## config.mk

```make
export PLATFORM = sky130hd
export DESIGN_NAME = glyph_bitmap_expander_flat
export DESIGN_NICKNAME = d
export VERILOG_FILES = /design/src/rtl/gbe_pkg.sv /design/src/rtl/gbe_if.sv /design/src/rtl/glyph_bitmap_expander.sv /design/src/rtl/gbe_csr.sv /design/src/rtl/gbe_ctrl.sv /design/src/rtl/gbe_dpath.sv /design/src/flat_wrapper.sv
export SDC_FILE = /design/constraint.sdc
export NUM_CORES = 1
export LEC_CHECK = 0
export BUFFER_PORTS_ARGS = -buffer_cell sky130_fd_sc_hd__buf_2
export CAP_MARGIN = 30
export CORE_UTILIZATION = 30
export CTS_CLUSTER_DIAMETER = 200
export DETAILED_ROUTE_END_ITERATION = 6
export SYNTH_ARGS = -nofsm -noshare
export SYNTH_HDL_FRONTEND = slang
export SYNTH_SLANG_ARGS = --single-unit
```

## constraint.sdc

```tcl
create_clock -name clock -period 11.7 [get_ports clock]
set_clock_uncertainty 0.05 [all_clocks]
set_input_delay 3.51 -clock clock [delete_from_list [all_inputs] [get_ports clock]]
set_output_delay 3.51 -clock clock [all_outputs]
set_load 0.02 [all_outputs]
```

## src/rtl/gbe_pkg.sv

```systemverilog
package gbe_pkg;

   localparam int MaxGlyphWidth  = 32;
   localparam int MaxGlyphHeight = 32;

   localparam int CsrIndexWidth = 3;
   localparam int CsrDataWidth  = 32;

   localparam logic [CsrIndexWidth-1:0] CSR_LAYER_SELECT     = 3'd0;
   localparam logic [CsrIndexWidth-1:0] CSR_LAYER_ONE_BASE   = 3'd1;
   localparam logic [CsrIndexWidth-1:0] CSR_LAYER_TWO_BASE   = 3'd2;
   localparam logic [CsrIndexWidth-1:0] CSR_LINE_WIDTH       = 3'd3;
   localparam logic [CsrIndexWidth-1:0] CSR_GLYPH_WIDTH      = 3'd4;
   localparam logic [CsrIndexWidth-1:0] CSR_GLYPH_HEIGHT     = 3'd5;
   localparam logic [CsrIndexWidth-1:0] CSR_PAPER_COLOR      = 3'd6;
   localparam logic [CsrIndexWidth-1:0] CSR_INK_COLOR        = 3'd7;

   localparam logic [1:0] KIND_FONT_READ = 2'd0;
   localparam logic [1:0] KIND_PIXEL     = 2'd1;
   localparam logic [1:0] KIND_CONTROL   = 2'd2;

   localparam logic [1:0]  LAYER_ONE       = 2'd1;
   localparam logic [1:0]  LAYER_TWO       = 2'd2;
   localparam logic [7:0]  FIRST_PRINTABLE = 8'd32;
   localparam logic [3:0]  BITS_PER_BYTE   = 4'd8;
   localparam logic [31:0] PIXEL_BYTES     = 32'd4;

   typedef struct packed {
      logic [1:0]  layer_select;
      logic [31:0] layer_one_base;
      logic [31:0] layer_two_base;
      logic [11:0] line_width;
      logic [5:0]  glyph_width;
      logic [5:0]  glyph_height;
      logic [31:0] paper_color;
      logic [31:0] ink_color;
   } cfg_type;

   typedef struct packed {
      logic cap_in;
      logic start_origin;
      logic start_finish;
      logic byte_begin;
      logic pix_load;
      logic end_row;
      logic set_skip;
   } cmd_type;

   typedef struct packed {
      logic operation;
      logic active;
      logic skip;
      logic pixels_zero;
      logic bits_zero;
      logic more_pixels;
   } status_type;

endpackage

```

## src/rtl/gbe_if.sv

```systemverilog
interface gbe_req_if;
   logic        valid;
   logic        ready;
   logic        operation;
   logic [7:0]  symbol;
   logic [23:0] start_pixel;
   logic        follow_previous;
   logic [7:0]  glyph_byte;

   modport source (
      output valid, operation, symbol, start_pixel, follow_previous, glyph_byte,
      input  ready
   );
   modport sink (
      input  valid, operation, symbol, start_pixel, follow_previous, glyph_byte,
      output ready
   );
endinterface

interface gbe_rsp_if;
   logic        valid;
   logic        ready;
   logic [1:0]  kind;
   logic [15:0] font_offset;
   logic [31:0] pixel_address;
   logic [31:0] pixel_color;
   logic        last;

   modport source (
      output valid, kind, font_offset, pixel_address, pixel_color, last,
      input  ready
   );
   modport sink (
      input  valid, kind, font_offset, pixel_address, pixel_color, last,
      output ready
   );
endinterface

```

## src/rtl/glyph_bitmap_expander.sv

```systemverilog
// Start transaction: one result, after origin and first multiply, then offset
//   multiply; next transaction taken once it is consumed.
// Font byte: pixel writes after a decode step, one write per cycle while the
//   receiver takes them, from the single result register.
// Synchronous active-high reset: state and glyph registers to defaults, no glyph in progress.
module glyph_bitmap_expander #(
   parameter int MAX_GLYPH_WIDTH  = gbe_pkg::MaxGlyphWidth,
   parameter int MAX_GLYPH_HEIGHT = gbe_pkg::MaxGlyphHeight
) (
   input  logic                                 clock,
   input  logic                                 reset,
   gbe_req_if.sink                              req_ch,
   gbe_rsp_if.source                            rsp_ch,
   input  logic                                 csr_write_enable,
   input  logic [gbe_pkg::CsrIndexWidth-1:0]    csr_index,
   input  logic [gbe_pkg::CsrDataWidth-1:0]     csr_write_data
);

   gbe_pkg::cfg_type    cfg;
   gbe_pkg::cmd_type    cmd;
   gbe_pkg::status_type status;

   gbe_csr u_csr (
      .clock            (clock),
      .reset            (reset),
      .csr_write_enable (csr_write_enable),
      .csr_index        (csr_index),
      .csr_write_data   (csr_write_data),
      .cfg              (cfg)
   );

   gbe_ctrl u_ctrl (
      .clock     (clock),
      .reset     (reset),
      .req_valid (req_ch.valid),
      .req_ready (req_ch.ready),
      .rsp_valid (rsp_ch.valid),
      .rsp_ready (rsp_ch.ready),
      .status    (status),
      .cmd       (cmd)
   );

   gbe_dpath #(
      .MAX_GLYPH_WIDTH  (MAX_GLYPH_WIDTH),
      .MAX_GLYPH_HEIGHT (MAX_GLYPH_HEIGHT)
   ) u_dpath (
      .clock               (clock),
      .reset               (reset),
      .cfg                 (cfg),
      .cmd                 (cmd),
      .status              (status),
      .req_operation       (req_ch.operation),
      .req_symbol          (req_ch.symbol),
      .req_start_pixel     (req_ch.start_pixel),
      .req_follow_previous (req_ch.follow_previous),
      .req_glyph_byte      (req_ch.glyph_byte),
      .rsp_kind            (rsp_ch.kind),
      .rsp_font_offset     (rsp_ch.font_offset),
      .rsp_pixel_address   (rsp_ch.pixel_address),
      .rsp_pixel_color     (rsp_ch.pixel_color),
      .rsp_last            (rsp_ch.last)
   );

endmodule

```

## src/rtl/gbe_csr.sv

```systemverilog
module gbe_csr (
   input  logic                                 clock,
   input  logic                                 reset,
   input  logic                                 csr_write_enable,
   input  logic [gbe_pkg::CsrIndexWidth-1:0]    csr_index,
   input  logic [gbe_pkg::CsrDataWidth-1:0]     csr_write_data,
   output gbe_pkg::cfg_type                     cfg
);

   gbe_pkg::cfg_type cfg_ff, cfg_in;

   always_comb begin
      cfg_in = cfg_ff;
      if (csr_write_enable) begin
         case (csr_index)
            gbe_pkg::CSR_LAYER_SELECT:     cfg_in.layer_select     = csr_write_data[1:0];
            gbe_pkg::CSR_LAYER_ONE_BASE:   cfg_in.layer_one_base   = csr_write_data;
            gbe_pkg::CSR_LAYER_TWO_BASE:   cfg_in.layer_two_base   = csr_write_data;
            gbe_pkg::CSR_LINE_WIDTH:       cfg_in.line_width       = csr_write_data[11:0];
            gbe_pkg::CSR_GLYPH_WIDTH:      cfg_in.glyph_width      = csr_write_data[5:0];
            gbe_pkg::CSR_GLYPH_HEIGHT:     cfg_in.glyph_height     = csr_write_data[5:0];
            gbe_pkg::CSR_PAPER_COLOR:      cfg_in.paper_color      = csr_write_data;
            gbe_pkg::CSR_INK_COLOR:        cfg_in.ink_color        = csr_write_data;
            default: ;
         endcase
      end
   end

   always_ff @(posedge clock) begin
      if (reset) begin
         cfg_ff.layer_select     <= gbe_pkg::LAYER_ONE;
         cfg_ff.layer_one_base   <= 32'd0;
         cfg_ff.layer_two_base   <= 32'd0;
         cfg_ff.line_width       <= 12'd240;
         cfg_ff.glyph_width      <= 6'd11;
         cfg_ff.glyph_height     <= 6'd16;
         cfg_ff.paper_color      <= 32'd0;
         cfg_ff.ink_color        <= 32'hFFFF_FFFF;
      end else begin
         cfg_ff <= cfg_in;
      end
   end

   assign cfg = cfg_ff;

endmodule

```

## src/rtl/gbe_ctrl.sv

```systemverilog
module gbe_ctrl (
   input  logic                   clock,
   input  logic                   reset,
   input  logic                   req_valid,
   output logic                   req_ready,
   output logic                   rsp_valid,
   input  logic                   rsp_ready,
   input  gbe_pkg::status_type    status,
   output gbe_pkg::cmd_type       cmd
);

   localparam logic [2:0] S_IDLE   = 3'd0;
   localparam logic [2:0] S_DECODE = 3'd1;
   localparam logic [2:0] S_FINISH = 3'd2;
   localparam logic [2:0] S_OUT    = 3'd3;
   localparam logic [2:0] S_PIX    = 3'd4;

   logic [2:0] state_ff, state_in;
   logic       out_valid_ff, out_valid_in;
   logic       out_free;

   assign out_free = !out_valid_ff || rsp_ready;

   always_comb begin
      cmd          = '0;
      state_in     = state_ff;
      out_valid_in = out_valid_ff;
      req_ready    = 1'b0;
      case (state_ff)
         S_IDLE: begin
            req_ready = 1'b1;
            if (req_valid) begin
               cmd.cap_in = 1'b1;
               state_in   = S_DECODE;
            end
         end
         S_DECODE: begin
            if (!status.operation) begin
               cmd.start_origin = 1'b1;
               state_in         = S_FINISH;
            end else if (!status.active) begin
               state_in = S_IDLE;
            end else if (status.skip || status.pixels_zero) begin
               // padding byte, or a row with nothing to draw
               cmd.end_row = 1'b1;
               state_in    = S_IDLE;
            end else begin
               cmd.byte_begin = 1'b1;
               state_in       = S_PIX;
            end
         end
         S_FINISH: begin
            cmd.start_finish = 1'b1;
            out_valid_in     = 1'b1;
            state_in         = S_OUT;
         end
         S_OUT: begin
            if (rsp_ready) begin
               out_valid_in = 1'b0;
               state_in     = S_IDLE;
            end
         end
         S_PIX: begin
            if (out_free) begin
               if (status.more_pixels) begin
                  cmd.pix_load = 1'b1;
                  out_valid_in = 1'b1;
               end else begin
                  // last write of the byte taken: settle the row if it is complete
                  out_valid_in = 1'b0;
                  state_in     = S_IDLE;
                  if (status.pixels_zero) begin
                     if (status.bits_zero) begin
                        cmd.set_skip = 1'b1;
                     end else begin
                        cmd.end_row = 1'b1;
                     end
                  end
               end
            end
         end
         default: begin
            state_in     = S_IDLE;
            out_valid_in = 1'b0;
         end
      endcase
   end

   always_ff @(posedge clock) begin
      if (reset) begin
         state_ff     <= S_IDLE;
         out_valid_ff <= 1'b0;
      end else begin
         state_ff     <= state_in;
         out_valid_ff <= out_valid_in;
      end
   end

   assign rsp_valid = out_valid_ff;

endmodule

```

## src/rtl/gbe_dpath.sv

```systemverilog
module gbe_dpath #(
   parameter int MAX_GLYPH_WIDTH  = gbe_pkg::MaxGlyphWidth,
   parameter int MAX_GLYPH_HEIGHT = gbe_pkg::MaxGlyphHeight
) (
   input  logic                   clock,
   input  logic                   reset,
   input  gbe_pkg::cfg_type       cfg,
   input  gbe_pkg::cmd_type       cmd,
   output gbe_pkg::status_type    status,
   input  logic                   req_operation,
   input  logic [7:0]             req_symbol,
   input  logic [23:0]            req_start_pixel,
   input  logic                   req_follow_previous,
   input  logic [7:0]             req_glyph_byte,
   output logic [1:0]             rsp_kind,
   output logic [15:0]            rsp_font_offset,
   output logic [31:0]            rsp_pixel_address,
   output logic [31:0]            rsp_pixel_color,
   output logic                   rsp_last
);

   // captured transaction
   logic        op_ff, op_in;
   logic [7:0]  symbol_ff, symbol_in;
   logic [23:0] start_ff, start_in;
   logic        follow_ff, follow_in;
   logic [7:0]  byte_ff, byte_in;

   // glyph state
   logic [23:0] origin_ff, origin_in;
   logic [31:0] write_address_ff, write_address_in;
   logic [5:0]  rows_left_ff, rows_left_in;
   logic [5:0]  pixels_left_ff, pixels_left_in;
   logic [3:0]  bits_left_ff, bits_left_in;
   logic        skip_ff, skip_in;
   logic        active_ff, active_in;

   logic [13:0] product_ff, product_in;
   logic        ctrl_char_ff, ctrl_char_in;
   logic [31:0] stride_ff, stride_in;

   // result register
   logic [1:0]  kind_ff, kind_in;
   logic [15:0] offset_ff, offset_in;
   logic [31:0] address_ff, address_in;
   logic [31:0] color_ff, color_in;
   logic        last_ff, last_in;

   logic [5:0]  width_eff, height_eff;
   logic [3:0]  bytes_per_row;
   logic [7:0]  symbol_index;
   logic [17:0] offset_full;
   logic [31:0] glyph_base, glyph_address, stride_diff;
   logic [2:0]  bit_idx;
   logic [5:0]  rows_dec;

   function automatic logic [7:0] req_sym_sub(input logic [7:0] sym);
      req_sym_sub = sym - gbe_pkg::FIRST_PRINTABLE;
   endfunction

   always_comb begin
      width_eff  = (int'(cfg.glyph_width) > MAX_GLYPH_WIDTH) ?
                   6'(MAX_GLYPH_WIDTH) : cfg.glyph_width;
      height_eff = (int'(cfg.glyph_height) > MAX_GLYPH_HEIGHT) ?
                   6'(MAX_GLYPH_HEIGHT) : cfg.glyph_height;
      bytes_per_row = {1'b0, width_eff[5:3]} + 4'd1;
      symbol_index  = req_sym_sub(symbol_ff);
      offset_full   = {4'd0, product_ff} * {14'd0, bytes_per_row};
      glyph_base    = (cfg.layer_select == gbe_pkg::LAYER_TWO) ?
                      cfg.layer_two_base : cfg.layer_one_base;
      glyph_address = glyph_base + {6'd0, origin_ff, 2'b00};
      // row skip may go negative; wraps mod 2^32
      stride_diff   = {20'd0, cfg.line_width} - {26'd0, width_eff};
      stride_in     = {stride_diff[29:0], 2'b00};
      bit_idx       = 3'(bits_left_ff - 4'd1);
      rows_dec      = rows_left_ff - 6'd1;
   end

   always_comb begin
      op_in     = op_ff;
      symbol_in = symbol_ff;
      start_in  = start_ff;
      follow_in = follow_ff;
      byte_in   = byte_ff;

      origin_in        = origin_ff;
      write_address_in = write_address_ff;
      rows_left_in     = rows_left_ff;
      pixels_left_in   = pixels_left_ff;
      bits_left_in     = bits_left_ff;
      skip_in          = skip_ff;
      active_in        = active_ff;
      product_in       = product_ff;
      ctrl_char_in     = ctrl_char_ff;

      kind_in    = kind_ff;
      offset_in  = offset_ff;
      address_in = address_ff;
      color_in   = color_ff;
      last_in    = last_ff;

      if (cmd.cap_in) begin
         op_in     = req_operation;
         symbol_in = req_symbol;
         start_in  = req_start_pixel;
         follow_in = req_follow_previous;
         byte_in   = req_glyph_byte;
      end

      if (cmd.start_origin) begin
         origin_in    = follow_ff ? 24'(origin_ff + {18'd0, width_eff}) : start_ff;
         ctrl_char_in = symbol_ff < gbe_pkg::FIRST_PRINTABLE;
         product_in   = {6'd0, symbol_index} * {8'd0, height_eff};
      end

      if (cmd.start_finish) begin
         last_in  = 1'b1;
         color_in = 32'd0;
         if (ctrl_char_ff) begin
            active_in  = 1'b0;
            kind_in    = gbe_pkg::KIND_CONTROL;
            offset_in  = 16'd0;
            address_in = 32'd0;
         end else begin
            write_address_in = glyph_address;
            rows_left_in     = height_eff;
            pixels_left_in   = width_eff;
            bits_left_in     = gbe_pkg::BITS_PER_BYTE;
            skip_in          = 1'b0;
            active_in        = (height_eff != 6'd0);
            kind_in          = gbe_pkg::KIND_FONT_READ;
            offset_in        = offset_full[15:0];
            address_in       = glyph_address;
         end
      end

      if (cmd.byte_begin) begin
         bits_left_in = gbe_pkg::BITS_PER_BYTE;
      end

      if (cmd.pix_load) begin
         kind_in          = gbe_pkg::KIND_PIXEL;
         offset_in        = 16'd0;
         address_in       = write_address_ff;
         color_in         = byte_ff[bit_idx] ? cfg.ink_color : cfg.paper_color;
         last_in          = (pixels_left_ff == 6'd1) || (bits_left_ff == 4'd1);
         write_address_in = write_address_ff + gbe_pkg::PIXEL_BYTES;
         pixels_left_in   = pixels_left_ff - 6'd1;
         bits_left_in     = bits_left_ff - 4'd1;
      end

      if (cmd.end_row) begin
         write_address_in = write_address_ff + stride_ff;
         pixels_left_in   = width_eff;
         bits_left_in     = gbe_pkg::BITS_PER_BYTE;
         skip_in          = 1'b0;
         rows_left_in     = rows_dec;
         if (rows_dec == 6'd0) begin
            active_in = 1'b0;
         end
      end

      if (cmd.set_skip) begin
         skip_in      = 1'b1;
         bits_left_in = gbe_pkg::BITS_PER_BYTE;
      end
   end

   always_ff @(posedge clock) begin
      if (reset) begin
         origin_ff        <= 24'd0;
         write_address_ff <= 32'd0;
         rows_left_ff     <= 6'd0;
         pixels_left_ff   <= 6'd0;
         bits_left_ff     <= gbe_pkg::BITS_PER_BYTE;
         skip_ff          <= 1'b0;
         active_ff        <= 1'b0;
         ctrl_char_ff     <= 1'b0;
      end else begin
         origin_ff        <= origin_in;
         write_address_ff <= write_address_in;
         rows_left_ff     <= rows_left_in;
         pixels_left_ff   <= pixels_left_in;
         bits_left_ff     <= bits_left_in;
         skip_ff          <= skip_in;
         active_ff        <= active_in;
         ctrl_char_ff     <= ctrl_char_in;
      end
   end

   always_ff @(posedge clock) begin
      op_ff      <= op_in;
      symbol_ff  <= symbol_in;
      start_ff   <= start_in;
      follow_ff  <= follow_in;
      byte_ff    <= byte_in;
      product_ff <= product_in;
      stride_ff  <= stride_in;
      kind_ff    <= kind_in;
      offset_ff  <= offset_in;
      address_ff <= address_in;
      color_ff   <= color_in;
      last_ff    <= last_in;
   end

   always_comb begin
      status.operation   = op_ff;
      status.active      = active_ff;
      status.skip        = skip_ff;
      status.pixels_zero = (pixels_left_ff == 6'd0);
      status.bits_zero   = (bits_left_ff == 4'd0);
      status.more_pixels = (pixels_left_ff != 6'd0) && (bits_left_ff != 4'd0);
   end

   assign rsp_kind          = kind_ff;
   assign rsp_font_offset   = offset_ff;
   assign rsp_pixel_address = address_ff;
   assign rsp_pixel_color   = color_ff;
   assign rsp_last          = last_ff;

endmodule

```

## src/flat_wrapper.sv

```systemverilog
// flat-port wrapper written by rule: the top's interface ports become plain ports
module glyph_bitmap_expander_flat 
#(
   parameter int MAX_GLYPH_WIDTH  = gbe_pkg::MaxGlyphWidth,
   parameter int MAX_GLYPH_HEIGHT = gbe_pkg::MaxGlyphHeight
)
  (clock, reset, csr_write_enable, csr_index, csr_write_data, req_ch_valid, req_ch_operation, req_ch_symbol, req_ch_start_pixel, req_ch_follow_previous, req_ch_glyph_byte, req_ch_ready, rsp_ch_valid, rsp_ch_kind, rsp_ch_font_offset, rsp_ch_pixel_address, rsp_ch_pixel_color, rsp_ch_last, rsp_ch_ready);
  gbe_req_if req_ch_i ();
  gbe_rsp_if rsp_ch_i ();
  input  logic clock;
  input  logic reset;
  input  logic csr_write_enable;
  input  logic [gbe_pkg::CsrIndexWidth-1:0] csr_index;
  input  logic [gbe_pkg::CsrDataWidth-1:0] csr_write_data;
  input wire logic [$bits(req_ch_i.valid)-1:0] req_ch_valid;
  input wire logic [$bits(req_ch_i.operation)-1:0] req_ch_operation;
  input wire logic [$bits(req_ch_i.symbol)-1:0] req_ch_symbol;
  input wire logic [$bits(req_ch_i.start_pixel)-1:0] req_ch_start_pixel;
  input wire logic [$bits(req_ch_i.follow_previous)-1:0] req_ch_follow_previous;
  input wire logic [$bits(req_ch_i.glyph_byte)-1:0] req_ch_glyph_byte;
  output wire logic [$bits(req_ch_i.ready)-1:0] req_ch_ready;
  output wire logic [$bits(rsp_ch_i.valid)-1:0] rsp_ch_valid;
  output wire logic [$bits(rsp_ch_i.kind)-1:0] rsp_ch_kind;
  output wire logic [$bits(rsp_ch_i.font_offset)-1:0] rsp_ch_font_offset;
  output wire logic [$bits(rsp_ch_i.pixel_address)-1:0] rsp_ch_pixel_address;
  output wire logic [$bits(rsp_ch_i.pixel_color)-1:0] rsp_ch_pixel_color;
  output wire logic [$bits(rsp_ch_i.last)-1:0] rsp_ch_last;
  input wire logic [$bits(rsp_ch_i.ready)-1:0] rsp_ch_ready;
  assign req_ch_i.valid = req_ch_valid;
  assign req_ch_i.operation = req_ch_operation;
  assign req_ch_i.symbol = req_ch_symbol;
  assign req_ch_i.start_pixel = req_ch_start_pixel;
  assign req_ch_i.follow_previous = req_ch_follow_previous;
  assign req_ch_i.glyph_byte = req_ch_glyph_byte;
  assign req_ch_ready = req_ch_i.ready;
  assign rsp_ch_valid = rsp_ch_i.valid;
  assign rsp_ch_kind = rsp_ch_i.kind;
  assign rsp_ch_font_offset = rsp_ch_i.font_offset;
  assign rsp_ch_pixel_address = rsp_ch_i.pixel_address;
  assign rsp_ch_pixel_color = rsp_ch_i.pixel_color;
  assign rsp_ch_last = rsp_ch_i.last;
  assign rsp_ch_i.ready = rsp_ch_ready;
  glyph_bitmap_expander #(.MAX_GLYPH_WIDTH(MAX_GLYPH_WIDTH), .MAX_GLYPH_HEIGHT(MAX_GLYPH_HEIGHT)) u_core (.clock(clock), .reset(reset), .req_ch(req_ch_i), .rsp_ch(rsp_ch_i), .csr_write_enable(csr_write_enable), .csr_index(csr_index), .csr_write_data(csr_write_data));
endmodule
```

==> results of run 1 <==
==> final cells by class <==
| cell class | instances | area [sq um] |
|---|---|---|
| repair buffers | 194 | 1090 |
| diodes | 1 | 2.50 |
| inverters | 140 | 526 |
| multi-input cells | 1913 | 12200 |
| clock buffers | 48 | 1100 |
| well taps | 950 | 1190 |
| clock inverters | 32 | 388 |
| fillers | 7528 | 46700 |
| flip-flops and latches | 385 | 8920 |
==> sequential cells by signal, indices dropped and copies added (netlist names), 13 cells and up <==
register	count
u_core.u_dpath.stride_ff	13
u_core.u_dpath.rsp_font_offset	16
u_core.u_dpath.start_ff	24
u_core.u_csr.cfg	154
u_core.u_dpath.rsp_pixel_address	32
u_core.u_dpath.rsp_pixel_color	32
u_core.u_dpath.origin_ff	24
u_core.u_dpath.write_address_ff	32
u_core.u_dpath.product_ff	14
==> placed cells by master (no fill, tap or decap), types with 36 or more instances in the layout <==
cell / n
and2_1: 56
o21ai_0: 115
dfxtp_1: 264
nand3_1: 69
clkbuf_16: 43
inv_1: 137
nor2_1: 185
mux2i_1: 53
buf_2: 165
a21oi_1: 244
a21o_1: 45
nand2_1: 485
ha_1: 114
xor2_1: 38
edfxtp_1: 121
fa_1: 53
a211oi_1: 36
nor3_1: 43
xnor2_1: 57
==> cell families after synthesis <==
group	count (synthesis)	synth area share, %
buffers and inverters	261	4.62
DFF	385	40.5
and+or+nand+nor	979	19.7
xor gates and xnor gates	95	3.78
other	2	0.0341
adders and majority gates	167	11.3
muxes	56	2.66
AOI/OAI and AO/OA	604	17.4
==> critical path, delay by kind of cell <==
kind	cells	cell delay (ps)
and+or+nand+nor	5	1270
buffers and inverters	2	720
AOI/OAI and AO/OA	4	640
==> final timing paths <==
kind	startpoint	end	slack [ps]	cells past startpoint
worst min register to register	u_core.u_dpath.rsp_kind[0]$_SDFFE_PP1P_	u_core.u_dpath.rsp_kind[0]$_SDFFE_PP1P_	400	2
worst max-delay path	rsp_ch_ready	u_core.u_dpath.write_address_ff[21]$_SDFFE_PP0P_	5970	11
worst min-delay path	u_core.u_dpath.rsp_kind[0]$_SDFFE_PP1P_	u_core.u_dpath.rsp_kind[0]$_SDFFE_PP1P_	400	2
worst max register to register	u_core.u_csr.cfg[75]$_SDFFE_PP0P_	u_core.u_dpath.rsp_font_offset[15]$_SDFFE_PP0P_	6770	18
==> per-stage QoR <==
step           hold slack, ps  worst slack (ps)  std cells  cell area, sq um
2_1_floorplan             386              5510       2559             22100
3_3_place_gp              389              5380       3578             23800
3_5_place_dp              393              5360       3581             23900
4_1_cts                   404              5970       3661             25400
5_1_grt                   416              5710       3663             25400
6_report                  401              5970       3663             25400
==> power breakdown <==
part           total [mW]  switching [mW]  internal, mW
clock network        1.44           0.597         0.847
registers            1.52          0.0623          1.46
logic               0.492           0.306         0.185
==> per-layer routing <==
layer	share of wire [%]	up-vias	wire length [um]	GRT usage (%)
met3	6.5	83	4050	2.78
met1	46	8453	28700	23.0
li1	-	9088	-	-
met5	0.013	-	8	0
met4	2.7	2	1670	5.26
met2	45	553	28100	26.1
==> metrics.txt, run 1 <==
status finished, final reports clean; Max-Slew Margin vs Limit 35.5%; critical path fanouts, max 79; RD Place Congestion 0.870; # IOs 167; Final setup viols 0; Yosys top cell by area dfxtp_1; Post-synth EDFFs 121; Syn Area/Cell 8.64 sq um; FF+latch count, synth 385; synth cell count leaders 486 x nand2_1, 264 x dfxtp_1, 244 x a21oi_1, 189 x nor2_1, 138 x inv_1; P&R area growth vs syn 15.3%; Die Ht 273 um; Peak VDD IR 0.0000978 V; worst-path cell chain buf_2 > nor2b_1 > nor2b_1 > and2_2 > buf_4 > nor2_2 > nand2_1 > a21oi_1 > a311oi_1 > o21ai_0 > a21oi_1; root buf cell clkbuf_16; clk buf depth 3; DR vias 18.2k; H-tree levels 2; first-pass GRT wire length 97.3 mm; TritonCTS clock tree done; top cells by area, synth dfxtp_1 24%, edfxtp_1 16%, nand2_1 8.3%, ha_1 6.5%, a21oi_1 5.5%; nets 2926; drt first pass iters 6; GR Overflow Total 0; row count 98; Max-cap violations 0; DRT Wirelength 62.6 mm; PortBufs 166; sequential-to-total area share from yosys stat 40.5%; Final Hold Fails 0; leakage 10.5 nW; share of layout cells above drive strength 1 11.1%; Wirelength per Cell 17.1 um; Post-DP HPWL 45.1 mm; total CTS buffers 43; FMAX 0.174 GHz; Crit Path Class primary input to flop; Final ANT Viol Nets 0; initial core utilization 30.6%; initial antenna violation count 3; top-count cell post-synth nand2_1; Slew Limit Fails 0; Worst EP arrival 6200 ps; Yosys warning total 0; Critical Path Max Stage Delay 670 ps; Synth Flop Type dfxtp_1; min Tclk post-route 5730 ps; period utilisation layout 49.0%; CP Data Required Time 12170 ps; Synth async-reset ratio 0%; vias per std cell 4.96; Startpoint Class primary input; Setup crit end kind flop; post-synth cell types 85; core region area 72100 sq um; worst-skew pair later-pin latency 580 ps; Worst-path clk slew 60 ps; Cells after Synth 2549; total clock sinks 385; GRT Overall Usage 16.6%; HP Class flop to flop; measured slew at the worst slew-check pin 964 ps; CTS Hold Buffers Added 0; RSZ-0062 raised after global routing false; Slowest-stage cell, CP nand2_1; Power Dens Cells 136 nW/um^2; Post-CTS Setup Inserts 0; Finished Core Util 35.2%; Synth top area share 24.0%; largest net degree at the start of global routing 104; Setup TNS 0 ps; Post-Syn Area 22000 sq um; Die Wd 273 um; drt drc 0; Total Power 3.46 mW; DRT iter0 DRCs 1356; die area 74500 sq um; number of global-route vias before repair 17.0k; post-CTS sizing 0
(Power assumes the default switching activity.)
==> inputs of run 2 (changes only) <==
==> constraint.sdc (replaced) <==
create_clock -name clock -period 5.5 [get_ports clock]
set_clock_uncertainty 0.05 [all_clocks]
set_input_delay 1.65 -clock clock [delete_from_list [all_inputs] [get_ports clock]]
set_output_delay 1.65 -clock clock [all_outputs]
set_load 0.02 [all_outputs]
==> metrics.txt, run 2 (synthesis gave the netlist of run 1 again) <==
GR Overflow Total 0; HP Class flop to flop; CTS Hold Buffers Added 0; Crit Path Class flop to flop; Wirelength per Cell 17.4 um; critical path fanouts, max 14; core region area 72100 sq um; register area 8920 sq um; TritonCTS clock tree done; met3 WL 3.44 mm; most common cell after layout, fill and taps aside nand2_1; status finished, final reports clean; Post-DP HPWL 46.0 mm; die area 74500 sq um; vias per std cell 4.97; Final Hold Fails 0; total CTS buffers 42; Post-CTS Setup Inserts 0; leakage 10.4 nW; largest net degree at the start of global routing 147; FMAX 0.210 GHz; Top Metal Used met5; P&R area growth vs syn 14.9%; Slew Limit Fails 0; row count 98; Peak VDD IR 0.000185 V; nets 2931; Die Ht 273 um; # IOs 167; DRT Wirelength 63.7 mm; M1 WL 29.7 mm; Total Power 7.09 mW; DR vias 18.2k; CP Data Required Time 5890 ps; Setup TNS 0 ps; Power Dens Cells 280 nW/um^2; clk buf depth 3; Final setup viols 0; Max-cap violations 0; WL met2 29.4 mm; FILL cells 7490; Multi-input gate area 12200 sq um; Max-Slew Margin vs Limit 32.2%; drt first pass iters 6; max reg flops 154; Worst-path clk slew 60 ps; measured slew at the worst slew-check pin 1010 ps; number of global-route vias before repair 17.2k; GRT Overall Usage 16.8%; worst-skew pair later-pin latency 580 ps; commonest cells after routing, fill and taps aside 485 x nand2_1, 264 x dfxtp_1, 244 x a21oi_1; post-CTS sizing 0; H-tree levels 2; initial core utilization 30.6%; share of layout cells above drive strength 1 11.1%; RD Place Congestion 0.881; root buf cell clkbuf_16; Final ANT Viol Nets 0; Startpoint Class flop; period utilisation layout 86.7%; Antenna Cells 0; min Tclk post-route 4770 ps; first-pass GRT wire length 98.8 mm; PortBufs 166; total clock sinks 385; Die Wd 273 um; RSZ-0062 raised after global routing false; initial antenna violation count 3; DRT iter0 DRCs 1307; Setup crit end kind flop; drt drc 0; Worst EP arrival 5150 ps
## run 2: cell types whose count changed in the layout (fill, tap and decap cells not counted), sizes merged
cell,delta
clkbuf,+10
diode,-1
clkinvlp,-2
inv,-2
bufinv,-6
buf,+6
clkinv,-4
## run 2: critical path: stages, from the launching register on
cell	delay, ps
dfxtp_1	420
inv_1	140
nand2_1	140
inv_1	80
ha_1	560
nand2_1	140
fa_1	500
inv_1	60
fa_1	520
ha_1	320
a21o_1	150
a21oi_1	210
nor2b_1	70
o21a_1	200
o41ai_2	440
o211ai_1	150
a41oi_1	260
xnor2_1	140
o21ai_0	80
## run 2: through the flow
step	hold WS, ps	utilization [%]	worst slack, ps	area, sq um	instances
finish	390	35.1	734	25300	3664
global route	419	35.1	422	25300	3664
CTS	393	35.1	688	25300	3664
detailed placement	382	33.2	707	24000	3588
global placement	379	33.2	824	23900	3587
floorplan	386	-	709	22100	2559
## run 2: layout make-up
class	instances	share of cell area, %
flip-flops and latches	385	35.2
inverters	140	2.08
well taps	950	4.70
clock buffers	58	4.71
repair buffers	200	4.56
clock inverters	18	0.578
multi-input cells	1913	48.1
## run 2: where the power goes
group	internal (mW)	leakage (nW)	switching (mW)
Combinational	0.399	6.53	0.660
Sequential	3.11	3.25	0.128
Clock	1.57	0.659	1.22
Total	5.08	10.4	2.01
## run 2: final timing paths
kind | from | to | slack (ps) | cells after the start
max | u_core.u_csr.cfg[75]$_SDFFE_PP0P_ | u_core.u_dpath.rsp_font_offset[15]$_SDFFE_PP0P_ | 730 | 18
min reg2reg | u_core.u_dpath.rsp_kind[0]$_SDFFE_PP1P_ | u_core.u_dpath.rsp_kind[0]$_SDFFE_PP1P_ | 390 | 2
min | u_core.u_dpath.rsp_kind[0]$_SDFFE_PP1P_ | u_core.u_dpath.rsp_kind[0]$_SDFFE_PP1P_ | 390 | 2
max reg2reg | u_core.u_csr.cfg[75]$_SDFFE_PP0P_ | u_core.u_dpath.rsp_font_offset[15]$_SDFFE_PP0P_ | 730 | 18
## run 2: per-layer routing
layer,up-vias,track usage [%]
met5,-,0
met2,478,27.6
met1,8555,23.2
met3,77,2.47
li1,9101,-
met4,4,3.73
